### config.mk
export PLATFORM = sky130hd
export DESIGN_NAME = slac_ctrl
export DESIGN_NICKNAME = d
export VERILOG_FILES = /design/src/hw/rtl/slac_pkg.sv /design/src/hw/rtl/slac_ctrl.sv
export SDC_FILE = /design/constraint.sdc
export NUM_CORES = 1
export LEC_CHECK = 0
export BUFFER_PORTS_ARGS = -buffer_cell sky130_fd_sc_hd__buf_4
export CAP_MARGIN = 10
export CELL_PAD_IN_SITES_DETAIL_PLACEMENT = 1
export CELL_PAD_IN_SITES_GLOBAL_PLACEMENT = 1
export CORE_ASPECT_RATIO = 1.2
export CORE_MARGIN = 2
export CORE_UTILIZATION = 32
export CTS_CLUSTER_SIZE = 8
export DETAILED_ROUTE_END_ITERATION = 10
export PLACE_DENSITY = 0.73
export SYNTH_ARGS = -nofsm -noshare
export SYNTH_HDL_FRONTEND = slang
export SYNTH_SLANG_ARGS = --single-unit
### constraint.sdc
create_clock -name clk -period 1.8 [get_ports clk]
set_input_delay 0.36 -clock clk [delete_from_list [all_inputs] [get_ports clk]]
set_output_delay 0.36 -clock clk [all_outputs]
set_load 0.05 [all_outputs]
### src/hw/rtl/slac_pkg.sv
// ----------------------------------------------------------------------------
// slac_pkg
// Shared widths, command and status types for the lag-1 autocorrelation block.
// ----------------------------------------------------------------------------
package slac_pkg;

    // Default parameter values for the top level.
    localparam int SAMPLE_BITS_DEF = 16;
    localparam int COUNT_BITS_DEF  = 24;

    // Running sum widths.
    localparam int SUM_BITS = 40;
    localparam int SQ_BITS  = 56;

    // Result width (signed Q2.14) and quotient bits below saturation.
    localparam int OUT_BITS = 16;
    localparam int QUO_BITS = OUT_BITS - 1;

    // Digit-serial multiplier: a wide multiplicand taken one digit per cycle.
    localparam int MUL_DIG_BITS = 32;
    localparam int MUL_DIGITS   = 3;
    localparam int MUL_A_BITS   = MUL_DIG_BITS * MUL_DIGITS;
    localparam int MUL_B_BITS   = 24;
    localparam int MUL_P_BITS   = MUL_A_BITS + MUL_B_BITS;
    localparam int MUL_CNT_BITS = $clog2(MUL_DIGITS + 1);

    // Widths of the estimate terms.
    localparam int S2_BITS  = 80;
    localparam int CN_BITS  = 80;
    localparam int VAR_BITS = 82;
    localparam int DEN_BITS = 104;
    localparam int NUM_BITS = 105;
    localparam int MAG_BITS = DEN_BITS + 1;
    localparam int DIV_CNT_BITS = $clog2(QUO_BITS + 1);

    // Saturation limits of the estimate.
    localparam logic [OUT_BITS-1:0] AC_POS_LIMIT = {1'b0, {(OUT_BITS - 1){1'b1}}};
    localparam logic [OUT_BITS-1:0] AC_NEG_LIMIT = {1'b1, {(OUT_BITS - 1){1'b0}}};

    // Multiplications run by the shared multiplier.
    typedef enum logic [3:0] {
        MUL_XX,
        MUL_PX,
        MUL_SLO,
        MUL_SHI,
        MUL_QN,
        MUL_VN,
        MUL_CN,
        MUL_CNN,
        MUL_S2N
    } mul_op_t;

    // Controller states.
    typedef enum logic [3:0] {
        S_IDLE,
        S_ISSUE,
        S_WAIT,
        S_UPDATE,
        S_CHECK_N,
        S_CHECK_VAR,
        S_ABS,
        S_DIV,
        S_DIV_WAIT,
        S_RESULT,
        S_ZERO,
        S_OUT
    } ctl_state_t;

    // Commands from the controller to the datapath.
    typedef struct packed {
        logic    capture;
        logic    mul_start;
        logic    mul_wb;
        mul_op_t mul_op;
        logic    update;
        logic    abs;
        logic    div_start;
        logic    set_zero;
        logic    set_result;
        logic    load_out;
    } ctl_cmd_t;

    // Status from the datapath to the controller.
    typedef struct packed {
        logic mul_done;
        logic div_done;
        logic few_samples;
        logic var_pos;
    } dp_stat_t;

endpackage

### src/hw/rtl/slac_ctrl.sv
// ----------------------------------------------------------------------------
// slac_ctrl
// Controller: sequences the sum update, the estimate multiplications and the
// division for each item, and owns both handshakes.
// ----------------------------------------------------------------------------
module slac_ctrl
    import slac_pkg::*;
(
    input  logic     clk,
    input  logic     rst_n,
    input  logic     in_valid,
    output logic     in_stall,
    output logic     out_valid,
    input  logic     out_stall,
    output ctl_cmd_t cmd,
    input  dp_stat_t stat
);

    ctl_state_t state_reg;
    ctl_state_t state_next;
    mul_op_t    op_reg;
    mul_op_t    op_next;
    logic       out_valid_reg;
    logic       out_valid_next;

    // State, current multiplication and output valid.
    always_ff @(posedge clk or negedge rst_n)
    begin
        if (!rst_n)
        begin
            state_reg     <= S_IDLE;
            op_reg        <= MUL_XX;
            out_valid_reg <= 1'b0;
        end
        else
        begin
            state_reg     <= state_next;
            op_reg        <= op_next;
            out_valid_reg <= out_valid_next;
        end
    end

    // Next state and commands.
    always_comb
    begin
        state_next     = state_reg;
        op_next        = op_reg;
        out_valid_next = out_valid_reg;
        cmd            = '0;
        cmd.mul_op     = op_reg;
        in_stall       = 1'b1;

        // The output item leaves when it is taken.
        if (out_valid_reg && !out_stall)
        begin
            out_valid_next = 1'b0;
        end

        unique case (state_reg)
            S_IDLE:
            begin
                in_stall = 1'b0;
                if (in_valid)
                begin
                    cmd.capture = 1'b1;
                    op_next     = MUL_XX;
                    state_next  = S_ISSUE;
                end
            end
            S_ISSUE:
            begin
                cmd.mul_start = 1'b1;
                state_next    = S_WAIT;
            end
            S_WAIT:
            begin
                if (stat.mul_done)
                begin
                    cmd.mul_wb = 1'b1;
                    unique case (op_reg)
                        MUL_XX:
                        begin
                            op_next    = MUL_PX;
                            state_next = S_ISSUE;
                        end
                        MUL_PX:  state_next = S_UPDATE;
                        MUL_SLO:
                        begin
                            op_next    = MUL_SHI;
                            state_next = S_ISSUE;
                        end
                        MUL_SHI:
                        begin
                            op_next    = MUL_QN;
                            state_next = S_ISSUE;
                        end
                        MUL_QN:  state_next = S_CHECK_VAR;
                        MUL_VN:
                        begin
                            op_next    = MUL_CN;
                            state_next = S_ISSUE;
                        end
                        MUL_CN:
                        begin
                            op_next    = MUL_CNN;
                            state_next = S_ISSUE;
                        end
                        MUL_CNN:
                        begin
                            op_next    = MUL_S2N;
                            state_next = S_ISSUE;
                        end
                        MUL_S2N: state_next = S_ABS;
                        default: state_next = S_IDLE;
                    endcase
                end
            end
            S_UPDATE:
            begin
                cmd.update = 1'b1;
                state_next = S_CHECK_N;
            end
            S_CHECK_N:
            begin
                if (stat.few_samples)
                begin
                    state_next = S_ZERO;
                end
                else
                begin
                    op_next    = MUL_SLO;
                    state_next = S_ISSUE;
                end
            end
            S_CHECK_VAR:
            begin
                if (!stat.var_pos)
                begin
                    state_next = S_ZERO;
                end
                else
                begin
                    op_next    = MUL_VN;
                    state_next = S_ISSUE;
                end
            end
            S_ABS:
            begin
                cmd.abs    = 1'b1;
                state_next = S_DIV;
            end
            S_DIV:
            begin
                cmd.div_start = 1'b1;
                state_next    = S_DIV_WAIT;
            end
            S_DIV_WAIT:
            begin
                if (stat.div_done)
                begin
                    state_next = S_RESULT;
                end
            end
            S_RESULT:
            begin
                cmd.set_result = 1'b1;
                state_next     = S_OUT;
            end
            S_ZERO:
            begin
                cmd.set_zero = 1'b1;
                state_next   = S_OUT;
            end
            S_OUT:
            begin
                // Load only when the output register is empty or being taken.
                if (!out_valid_reg || !out_stall)
                begin
                    cmd.load_out   = 1'b1;
                    out_valid_next = 1'b1;
                    state_next     = S_IDLE;
                end
            end
            default:
            begin
                state_next = S_IDLE;
            end
        endcase
    end

    assign out_valid = out_valid_reg;

endmodule

### After elaboration in Yosys (flattened, before gate mapping)

Cells that the tools add are included.
W data, S select, Z words.

| operators by class | value |
|---|---|
| equality and inequality tests | 26 |
| reductions and logical operators | 11 |
| multiplexer cells | 30 |

Operator list:

| cell | number |
|---|---|
| $pmux W4 S11 | 1 |
| $mux W4 | 10 |
| $eq A4 B3 Y1 const B | 8 |
| $pmux W4 S6 | 1 |
| $eq A4 B4 Y1 const B | 5 |
| $eq A4 B2 Y1 const B | 4 |
| $mux W1 | 16 |
| $pmux W4 S4 | 1 |
| $ne A2 B2 Y1 const B | 6 |
| $pmux W3 S4 | 1 |
| $eq A4 B1 Y1 const B | 2 |
| $logic_not A4 Y1 | 2 |
| $ne A7 B7 Y1 const B | 1 |
| $reduce_and A6 Y1 | 1 |
| $reduce_or A6 Y1 | 1 |
| $reduce_and A4 Y1 | 1 |
| $reduce_bool A4 Y1 | 1 |
| $logic_not A1 Y1 | 2 |
| $reduce_or A2 Y1 | 1 |
| $logic_and A1 B1 Y1 | 1 |
| $logic_or A1 B1 Y1 | 1 |

| storage, ports and cells | value |
|---|---|
| register bits | 9 |
| logic and storage cells | 70 |

### Depth between registers and ports, before layout

Gate-level depths: netlist of run 1.

| depth | value |
|---|---|
| depth in word-level cells | 5 |
| gate-level depth with buffers | 6 |
| gate-level depth less buffers | 5 |

### Least setup slack after synthesis of run 1

Ideal clock, no wire load.

| path | value |
|---|---|
| path kind | register -> output |
| start point | reg state_reg[0] |
| end point | out cmd[5] (netlist name) |
| path buffers | 1 |
| setup slack | -0.321 ns |
| data arrival time | 1.761 ns |
| required time | 1.440 ns |
| cell stages (with the launch flop) | 4 |
| path through | dfrtp_1 -> buf_2 -> nand2_1 -> nor3_1 |

RTL lines:

| item | RTL line | text |
|---|---|---|
| start, declared | slac_ctrl.sv:19 | `ctl_state_t state_reg;` |
| start signal, assigned | slac_ctrl.sv:37 | `state_reg <= state_next;` |
| end, declared | slac_ctrl.sv:15 | `output ctl_cmd_t cmd,` |

==> metrics, run 1 <==
Top FF cell, synth=dfrtp_1; Pint=0.000979 W; chip height=about 58 um; PwrDens=1900 nW/um^2; fraction of the mapped netlist area in adder cells=0%; H-tree Lvls=1; final period utilization=101%; Inserted Diodes=0; Synth Area in Compound Gates=28.4%; CP peak stage delay=~0.46 ns; GRT busiest layer=met2; overall routing resource usage=between 10% and 20%; Routability Congestion=around 0.83; CTS tree=done; Finished Cell Area=roughly 1100 sq um; met2 usage=35.0%; Critical Path AT=about 1.5 ns; Starting Density=33.8%; gr ovfl total=0; Clock Power Share=7.8%; met3 usage=3.09%; Final Setup Violations=2; post-synth cell types=38; Max-Slew Margin vs Limit=about 76%; Clock Pin Slew Worst Setup and Hold Paths=0.07 ns; maximum vdd drop=0.939 mV; die area=2820 sq um; fin worst setup slack=-0.0237 ns; XOR/XNOR Fraction of Synth Area=~3.4%; Post-Syn Area=between 700 and 800 sq um; I/O pin count=23; WP data required=1.44 ns; Comb pwr share=approximately 75%; Fmax=roughly 0.55 GHz; Post-synth EDFFs=0; Final Non-Filler Cells=160; minimum clock period=1.82 ns; syn_nets=107; buffers added on ports=22; Place WS=about 0.024 ns; crit path capture type=output port; post-route ant nets=0; LEAKAGE=0.517 nW; WL per Instance=16.7 um; clock latency at the later pin of the worst-skew pair=between 0.2 and 0.3 ns; core region area=around 2300 sq um; CTS Buf Count=3; asr flop ratio synth=100%; Root Buffer=clkbuf_4; commonest non-fill, non-tap cell in the layout=buf_4; status=complete, but fails checks; antenna violations before repair=0; Vias/cell=approximately 5.5; Inst Count DP=approximately 150; mux share of post-synthesis cell area=4.06%; layout cells sized above 1=41.9%; global-route wire length before repair=about 4100 um; Yosys warnings=0; DRT Pass-1 Iters=4; simple-gate share of the synthesized area=approximately 25%; NetSw=about 0.0012 W; Area Overhead vs Synth=46.1%; DRC Markers=0; largest family of logic cells by synthesized area=compound AO/OA/AOI/OAI gates; final-report hold violation count=0; pin count of the biggest net entering global routing=13; CP cell instances=or3_4 > nor2_4 > buf_8; register bit count reported by yosys=9; mean cell area of the mapped netlist=between 7 and 8 sq um; Startpoint Class=flip-flop; routed wire length=roughly 2700 um; max cap viols=0; clk sink count=9; vias in the first global route=890; Sw Ratio=between 50% and 60%; failing checks=setup timing; Detailed Place HPWL=1930 um; Post-Syn Instances=a little under 100; leading cell types in the layout, fill and taps excluded=buf_4, nor2_1, o21ai_0, dfrtp_1; HP Class=primary input to flip-flop; post-synthesis sequential area ratio=between 20 and 30%; Worst-Margin Slew=~0.36 ns; RSZ-0062 raised after global routing=true; Layout Nets=138; GR met1 Demand/Resource=between 20% and 30%; sequential share of power=between 15 and 20%; Via Count=approximately 880; fill count=approximately 300; crit path max-delay cell type=dfrtp_2; Final Skew=approximately 0.0066 ns; kind of critical path=flip-flop to output port; CTS max path bufs=2; # rows=19; Initial DRC Count=21; Pins Over Slew Limit=0; placed inst area=1010 sq um; Critical Path Fanout Max=7; Pwr Total=between 0.002 and 0.0025 W; Die W=between 40 and 50 um
[cells in the mapped netlist (2+ instances only)]
| master | count | share of area [%] |
|---|---|---|
| nor2_1 | 12 | 5.8 |
| xor2_1 | 2 | 2.3 |
| nor3_1 | 6 | 3.9 |
| dfrtp_1 | 9 | 29 |
| or3_1 | 2 | 1.6 |
| a31oi_1 | 2 | 1.6 |
| clkbuf_1 | 4 | 1.9 |
| nand2b_1 | 4 | 3.2 |
| o21ai_1 | 2 | 1.3 |
| a21oi_1 | 6 | 3.9 |
| buf_2 | 4 | 2.6 |
| o21ai_0 | 7 | 4.5 |
| o22ai_1 | 2 | 1.6 |
| nand2_1 | 6 | 2.9 |
| inv_1 | 5 | 2.4 |
| nor2b_1 | 3 | 2.4 |
| mux2i_1 | 2 | 2.6 |
[cells by family after synthesis]
logic type      Yosys count
xor+xnor                  3
mux                       3
simple gates             39
compound gates           30
flops                     9
buf+inv                  15
[metal layers]
layer | vias up | wire length, um
met2 | 24 | 1420
li1 | 414 | -
met5 | - | 0
met3 | 4 | 94
met1 | 436 | 1100
met4 | 0 | 48
[power by group through the flow]
stage | registers [W] | logic (W) | clock network, W
6_report | 0.000374 | 0.00160 | 0.000167
5_1_grt | 0.000390 | 0.00171 | 0.000178
4_1_cts | 0.000373 | 0.00152 | 0.000171
3_5_place_dp | 0.000373 | 0.00144 | 0
3_3_place_gp | 0.000371 | 0.00142 | 0
2_1_floorplan | 0.000427 | 0.000967 | 0
[per-stage QoR]
| step | utilization, % | TNS [ns] | hold WS, ns |
|---|---|---|---|
| floorplan | - | 0 | 0.0644 |
| global placement | 44.3 | 0 | 0.188 |
| detailed placement | 44.3 | 0 | 0.194 |
| CTS | 47.7 | -0.0352 | 0.327 |
| global route | 49.3 | -0.460 | 0.346 |
| finish | 49.3 | -0.0342 | 0.336 |
[cell type report]
| class | count | area [sq um] | share of cell area, % |
|---|---|---|---|
| Clock inverter | 1 | 5.00 | 0.444 |
| Clock buffer | 3 | 22.5 | 2.00 |
| Multi-Input combinational cell | 75 | 514 | 45.7 |
| Timing Repair Buffer | 36 | 299 | 26.6 |
| Tap cell | 31 | 38.8 | 3.44 |
| Sequential cell | 9 | 228 | 20.2 |
| Inverter | 5 | 18.8 | 1.67 |
[timing repair]
action	CTS	global route
setup buffers	1	3
gates cloned	0	0
endpoints found under the setup margin	8	10
gates resized for setup	10	5
endpoints found under the hold margin	9	0
hold buffers	1	0
[critical path: cells and delay by family (launching register included)]
family	cells	cell delay (ns)
flops	1	0.46
buf+inv	1	0.15
simple gates	2	0.57
[worst paths after layout]
check                             startpoint           end  slack, ns  cells past startpoint
worst max-delay path            state_reg[2]       cmd[10]      -0.02                      3
worst min-delay path               out_stall     out_valid       0.34                      3
worst max register to register  state_reg[1]     op_reg[3]       0.01                      6
worst min register to register     out_valid     out_valid       0.58                      2
max in group asynchronous              rst_n     op_reg[2]       1.21                      2
min in group asynchronous              rst_n  state_reg[2]       0.44                      2
Note: power is estimated with default switching activity, not from simulation.
==> inputs of run 2 (changes only) <==
CORE_MARGIN = 5   (was 2)
CORE_UTILIZATION = 35   (was 32)
PLACE_DENSITY = 0.76   (was 0.73)
SLEW_MARGIN = 25   (was unset)
clock period = 2.05 ns   (was 1.8 ns; I/O delays follow)
==> metrics, run 2 (synthesis results as in run 1) <==
Final Non-Filler Cells=153 (-4.4%); post-route ant nets=0 (unchanged); pin count of the biggest net entering global routing=13 (unchanged); Reg2Reg Depth=4 (-2); CTS max path bufs=2 (unchanged); H-tree Lvls=1 (unchanged); Pwr Total=0.00170 W (-21%); Worst-Margin Slew=0.463 ns (+0.101 ns); Via Count=842 (-4.1%); Max-Slew Margin vs Limit=68.8% (-7.0 points); crit path capture type=output port; buffers added on ports=22 (unchanged); max cap viols=0 (unchanged); Final Setup Violations=0 (-2); post-CTS setup repair buffer count=0 (-1); Critical Path Fanout Max=6 (-1); clk sink count=9 (unchanged); Inst Count DP=148 (-2.0%); die area=3240 sq um (+15%); Critical Path AT=1.52 ns (+0.06 ns); HP Class=primary input to flip-flop; gr ovfl total=0 (unchanged); clock latency at the later pin of the worst-skew pair=0.27 ns (about the same); kind of critical path=flip-flop to output port; minimum clock period=1.93 ns; setup TNS=0 ns (+0.0342 ns); Clock Pin Slew Worst Setup and Hold Paths=0.06 ns (about the same); Initial DRC Count=15 (-29%); Root Buffer=clkbuf_4; vias in the first global route=893 (+0.34%); Fmax=~0.52 GHz; CTS tree=done; WL per Instance=15.6 um (-6.3%); Pins Over Slew Limit=0 (unchanged); fin worst setup slack=0.120 ns (+0.144 ns); Hold Path Sink=out_valid; PwrDens=1640 nW/um^2 (-14%); commonest non-fill, non-tap cell in the layout=buf_4; final-report hold violation count=0 (unchanged); r2r startpoint=state_reg[3]; Area Overhead vs Synth=33.9%; Startpoint Class=flip-flop; Detailed Place HPWL=1890 um (-2.4%); maximum vdd drop=0.696 mV (-26%); status=finished, final reports clean; Routability Congestion=0.836 (+0.72%); leading cell types in the layout, fill and taps excluded=buf_4, nor2_1, o21ai_0, dfrtp_1, nand2_1; Layout Nets=132 (-4.3%); FF-to-FF End=op_reg[2]; antenna violations before repair=0 (unchanged); Hold Crit Start=out_stall; routed wire length=2390 um (-10%); worst reg-to-reg setup slack=0.34 ns (+0.33 ns); Finished Cell Area=1030 sq um (-8.3%); overall routing resource usage=17.5% (-1.5 points); RSZ-0062 raised after global routing=false; LEAKAGE=0.473 nW (-8.5%); layout cells sized above 1=34.1% (-7.7 points); CTS Buf Count=3 (unchanged); Die W=52.8 um (+8.3%); Vias/cell=5.50 (+0.29%); Place WS=0.258 ns (+0.234 ns); DRT Pass-1 Iters=5 (+1); # rows=18 (-1); final period utilization=94.1%; Final Skew=0.00783 ns (+0.00126 ns); chip height=61.4 um (+6.3%); global-route wire length before repair=4130 um (+0.17%); Inserted Diodes=0 (unchanged); Starting Density=37.2% (+3.4 points); DRC Markers=0 (unchanged); placed inst area=988 sq um (-2.2%); WP data required=1.64 ns (+0.20 ns); Worst Hold Path Cells=3 (unchanged); core region area=2070 sq um (-9.2%); I/O pin count=23 (unchanged)
==> run 2: cell types whose count changed in the layout (fill, tap and decap cells not counted), sizes merged <==
cell    delta
clkbuf     +1
buf        -6
clkinv     -1
==> run 2: layout make-up <==
class | count | area (sq um)
multi-input cells | 75 | 494
fillers | 281 | 1040
well taps | 30 | 37.5
flip-flops and latches | 9 | 228
inverters | 5 | 18.8
repair buffers | 30 | 228
clock buffers | 4 | 26.3
==> run 2: metal layers <==
layer	vias up	part of all wire (%)	GRT usage [%]
met1	414	44	21.7
met2	20	50	30.9
met3	5	4.3	3.15
met4	0	1.4	5.47
met5	-	0	0
li1	403	-	-
==> run 2: worst max-delay path, stage by stage, from the launching register on <==
cell,delay (ns)
dfrtp_1,0.38
nand2b_1,0.19
or3_4,0.38
nor2_2,0.10
buf_4,0.20
==> run 2: worst max-delay path by stage <==
stage | from | end | slack [ns]
floorplan | state_reg[2] | cmd[10] | 0.20
global placement | state_reg[1] | op_reg[3] | 0.32
detailed placement | state_reg[1] | op_reg[3] | 0.26
CTS | state_reg[0] | cmd[10] | 0.03
global route | state_reg[0] | cmd[10] | 0.02
finish | state_reg[0] | cmd[10] | 0.12
==> run 2: timing repair <==
action	4_1_cts	5_1_grt
setup endpoints to repair	1	2
gates resized for setup	1	2
endpoints found under the hold margin	9	0
pin swaps	0	0
hold buffers	1	0
==> run 2: power by group <==
part | switching (W) | total, W | internal (W)
clock network | 0.0000679 | 0.000143 | 0.0000752
registers | 0.0000957 | 0.000338 | 0.000243
logic | 0.000775 | 0.00122 | 0.000441
==> run 2: stage by stage <==
| step | utilization, % | hold slack, ns |
|---|---|---|
| 2_1_floorplan | - | 0.114 |
| 3_3_place_gp | 47.7 | 0.246 |
| 3_5_place_dp | 47.7 | 0.246 |
| 4_1_cts | 49.5 | 0.386 |
| 5_1_grt | 49.8 | 0.382 |
| 6_report | 49.8 | 0.390 |
==> inputs of run 3 (changes only) <==
CORE_ASPECT_RATIO = unset   (was 1.2)
==> metrics, run 3 (synthesis results as in run 1) <==
leading cell types in the layout, fill and taps excluded=buf_4, nor2_1, o21ai_0, dfrtp_1; Worst-Margin Slew=0.461 ns (-0.00238 ns); Detailed Place HPWL=1800 um (-4.5%); core region area=2150 sq um (+3.7%); Clock Pin Slew Worst Setup and Hold Paths=0.06 ns (about the same); commonest non-fill, non-tap cell in the layout=buf_4; max cap viols=0 (unchanged); Critical Path Fanout Max=6 (unchanged); global-route wire length before repair=4060 um (-1.7%); status=finished, final reports clean; Routability Congestion=0.763 (-8.7%); DRT Pass-1 Iters=4 (-1); CTS max path bufs=2 (unchanged); I/O pin count=23 (unchanged); post-route ant nets=0 (unchanged); minimum clock period=1.98 ns (+0.0486 ns); HP Class=primary input to flip-flop; Pins Over Slew Limit=0 (unchanged); maximum vdd drop=0.680 mV (-2.3%); PwrDens=1670 nW/um^2 (+1.4%); buffers added on ports=22 (unchanged); Worst Hold Path Cells=3 (unchanged); Final Skew=0.00856 ns (+0.000722 ns); Die W=56.9 um (+7.7%); fin worst setup slack=0.0717 ns (-0.0486 ns); crit path capture type=output port; Initial DRC Count=27 (+12); gr ovfl total=0 (unchanged); Reg2Reg Depth=5 (+1); clock latency at the later pin of the worst-skew pair=0.28 ns (about the same); overall routing resource usage=15.8% (-1.7 points); layout cells sized above 1=35.0% (+0.81 points); WP data required=1.64 ns (about the same); Max-Slew Margin vs Limit=69.0% (+0.16 points); Place WS=0.156 ns (-0.102 ns); clk sink count=9 (unchanged); CTS Buf Count=3 (unchanged); Starting Density=35.9% (-1.3 points); Final Setup Violations=0 (unchanged); WL per Instance=16.0 um (+2.8%); final period utilization=96.5% (+2.4 points); final-report hold violation count=0 (unchanged); routed wire length=2420 um (+1.4%); Inserted Diodes=0 (unchanged); setup TNS=0 ns (unchanged); kind of critical path=flip-flop to output port; die area=3240 sq um (-0.12%); Startpoint Class=flip-flop; vias in the first global route=880 (-1.5%); H-tree Lvls=1 (unchanged); Vias/cell=5.68 (+3.1%); Layout Nets=132 (unchanged); Via Count=857 (+1.8%); LEAKAGE=0.474 nW (+0.20%); DRC Markers=0 (unchanged); antenna violations before repair=0 (unchanged); CTS tree=done; chip height=56.9 um (-7.3%); Pwr Total=0.00172 W (+1.4%); Area Overhead vs Synth=33.9% (unchanged); pin count of the biggest net entering global routing=13 (unchanged); RSZ-0062 raised after global routing=false; WHS=0.374 ns (-0.0159 ns); # rows=17 (-1); Fmax=0.505 GHz (-2.5%); Critical Path AT=1.57 ns (+0.05 ns); Root Buffer=clkbuf_4
run 3: through the flow:
stage / instances / instance area [sq um] / utilization [%]
floorplan: 99 / 787 / -
global placement: 144 / 971 / 45.2
detailed placement: 144 / 971 / 45.2
CTS: 149 / 1010 / 47.2
global route: 151 / 1030 / 48.0
finish: 151 / 1030 / 48.0
run 3: worst max-delay path: stages (launching register included):
cell and delay, ns:
dfrtp_1 0.38, nand2b_1 0.20, or3_4 0.40, nor2_2 0.11, buf_4 0.20
run 3: cell type report:
cell class	instances	area [sq um]
multi-input combinational	75	497
fill	279	1120
timing repair buffer	30	228
inverter	5	18.8
clock buffer	4	26.3
tap	28	35.0
sequential	9	228
run 3: final timing paths:
kind,end,slack (ns),startpoint
setup / recovery,cmd[10],0.07,state_reg[0]
hold / removal,out_valid,0.37,out_stall
setup reg to reg,op_reg[2],0.24,state_reg[1]
hold reg to reg,out_valid,0.58,out_valid
max in group asynchronous,state_reg[1],1.39,rst_n
min in group asynchronous,op_reg[1],0.50,rst_n
run 3: per-layer routing:
layer	wire [um]	share of wire (%)	GRT usage, %	vias up
met1	1140	47	21.9	421
li1	-	-	-	403
met4	36	1.5	4.97	0
met2	1120	46	24.8	28
met5	0	0	0	-
met3	120	5.0	2.99	5
run 3: what timing repair did:
item | CTS | global route
hold buffers | 1 | 0
setup buffers | 0 | 2
endpoints found under the setup margin | 1 | 2
resized for setup | 2 | 2
pin swaps | 0 | 0
hold endpoints to repair | 9 | 0
run 3: power by group:
group,internal [W],total [W],switching [W]
clock network,0.0000755,0.000148,0.0000728
logic,0.000444,0.00123,0.000789
registers,0.000242,0.000340,0.0000980
total,0.000762,0.00172,0.000959
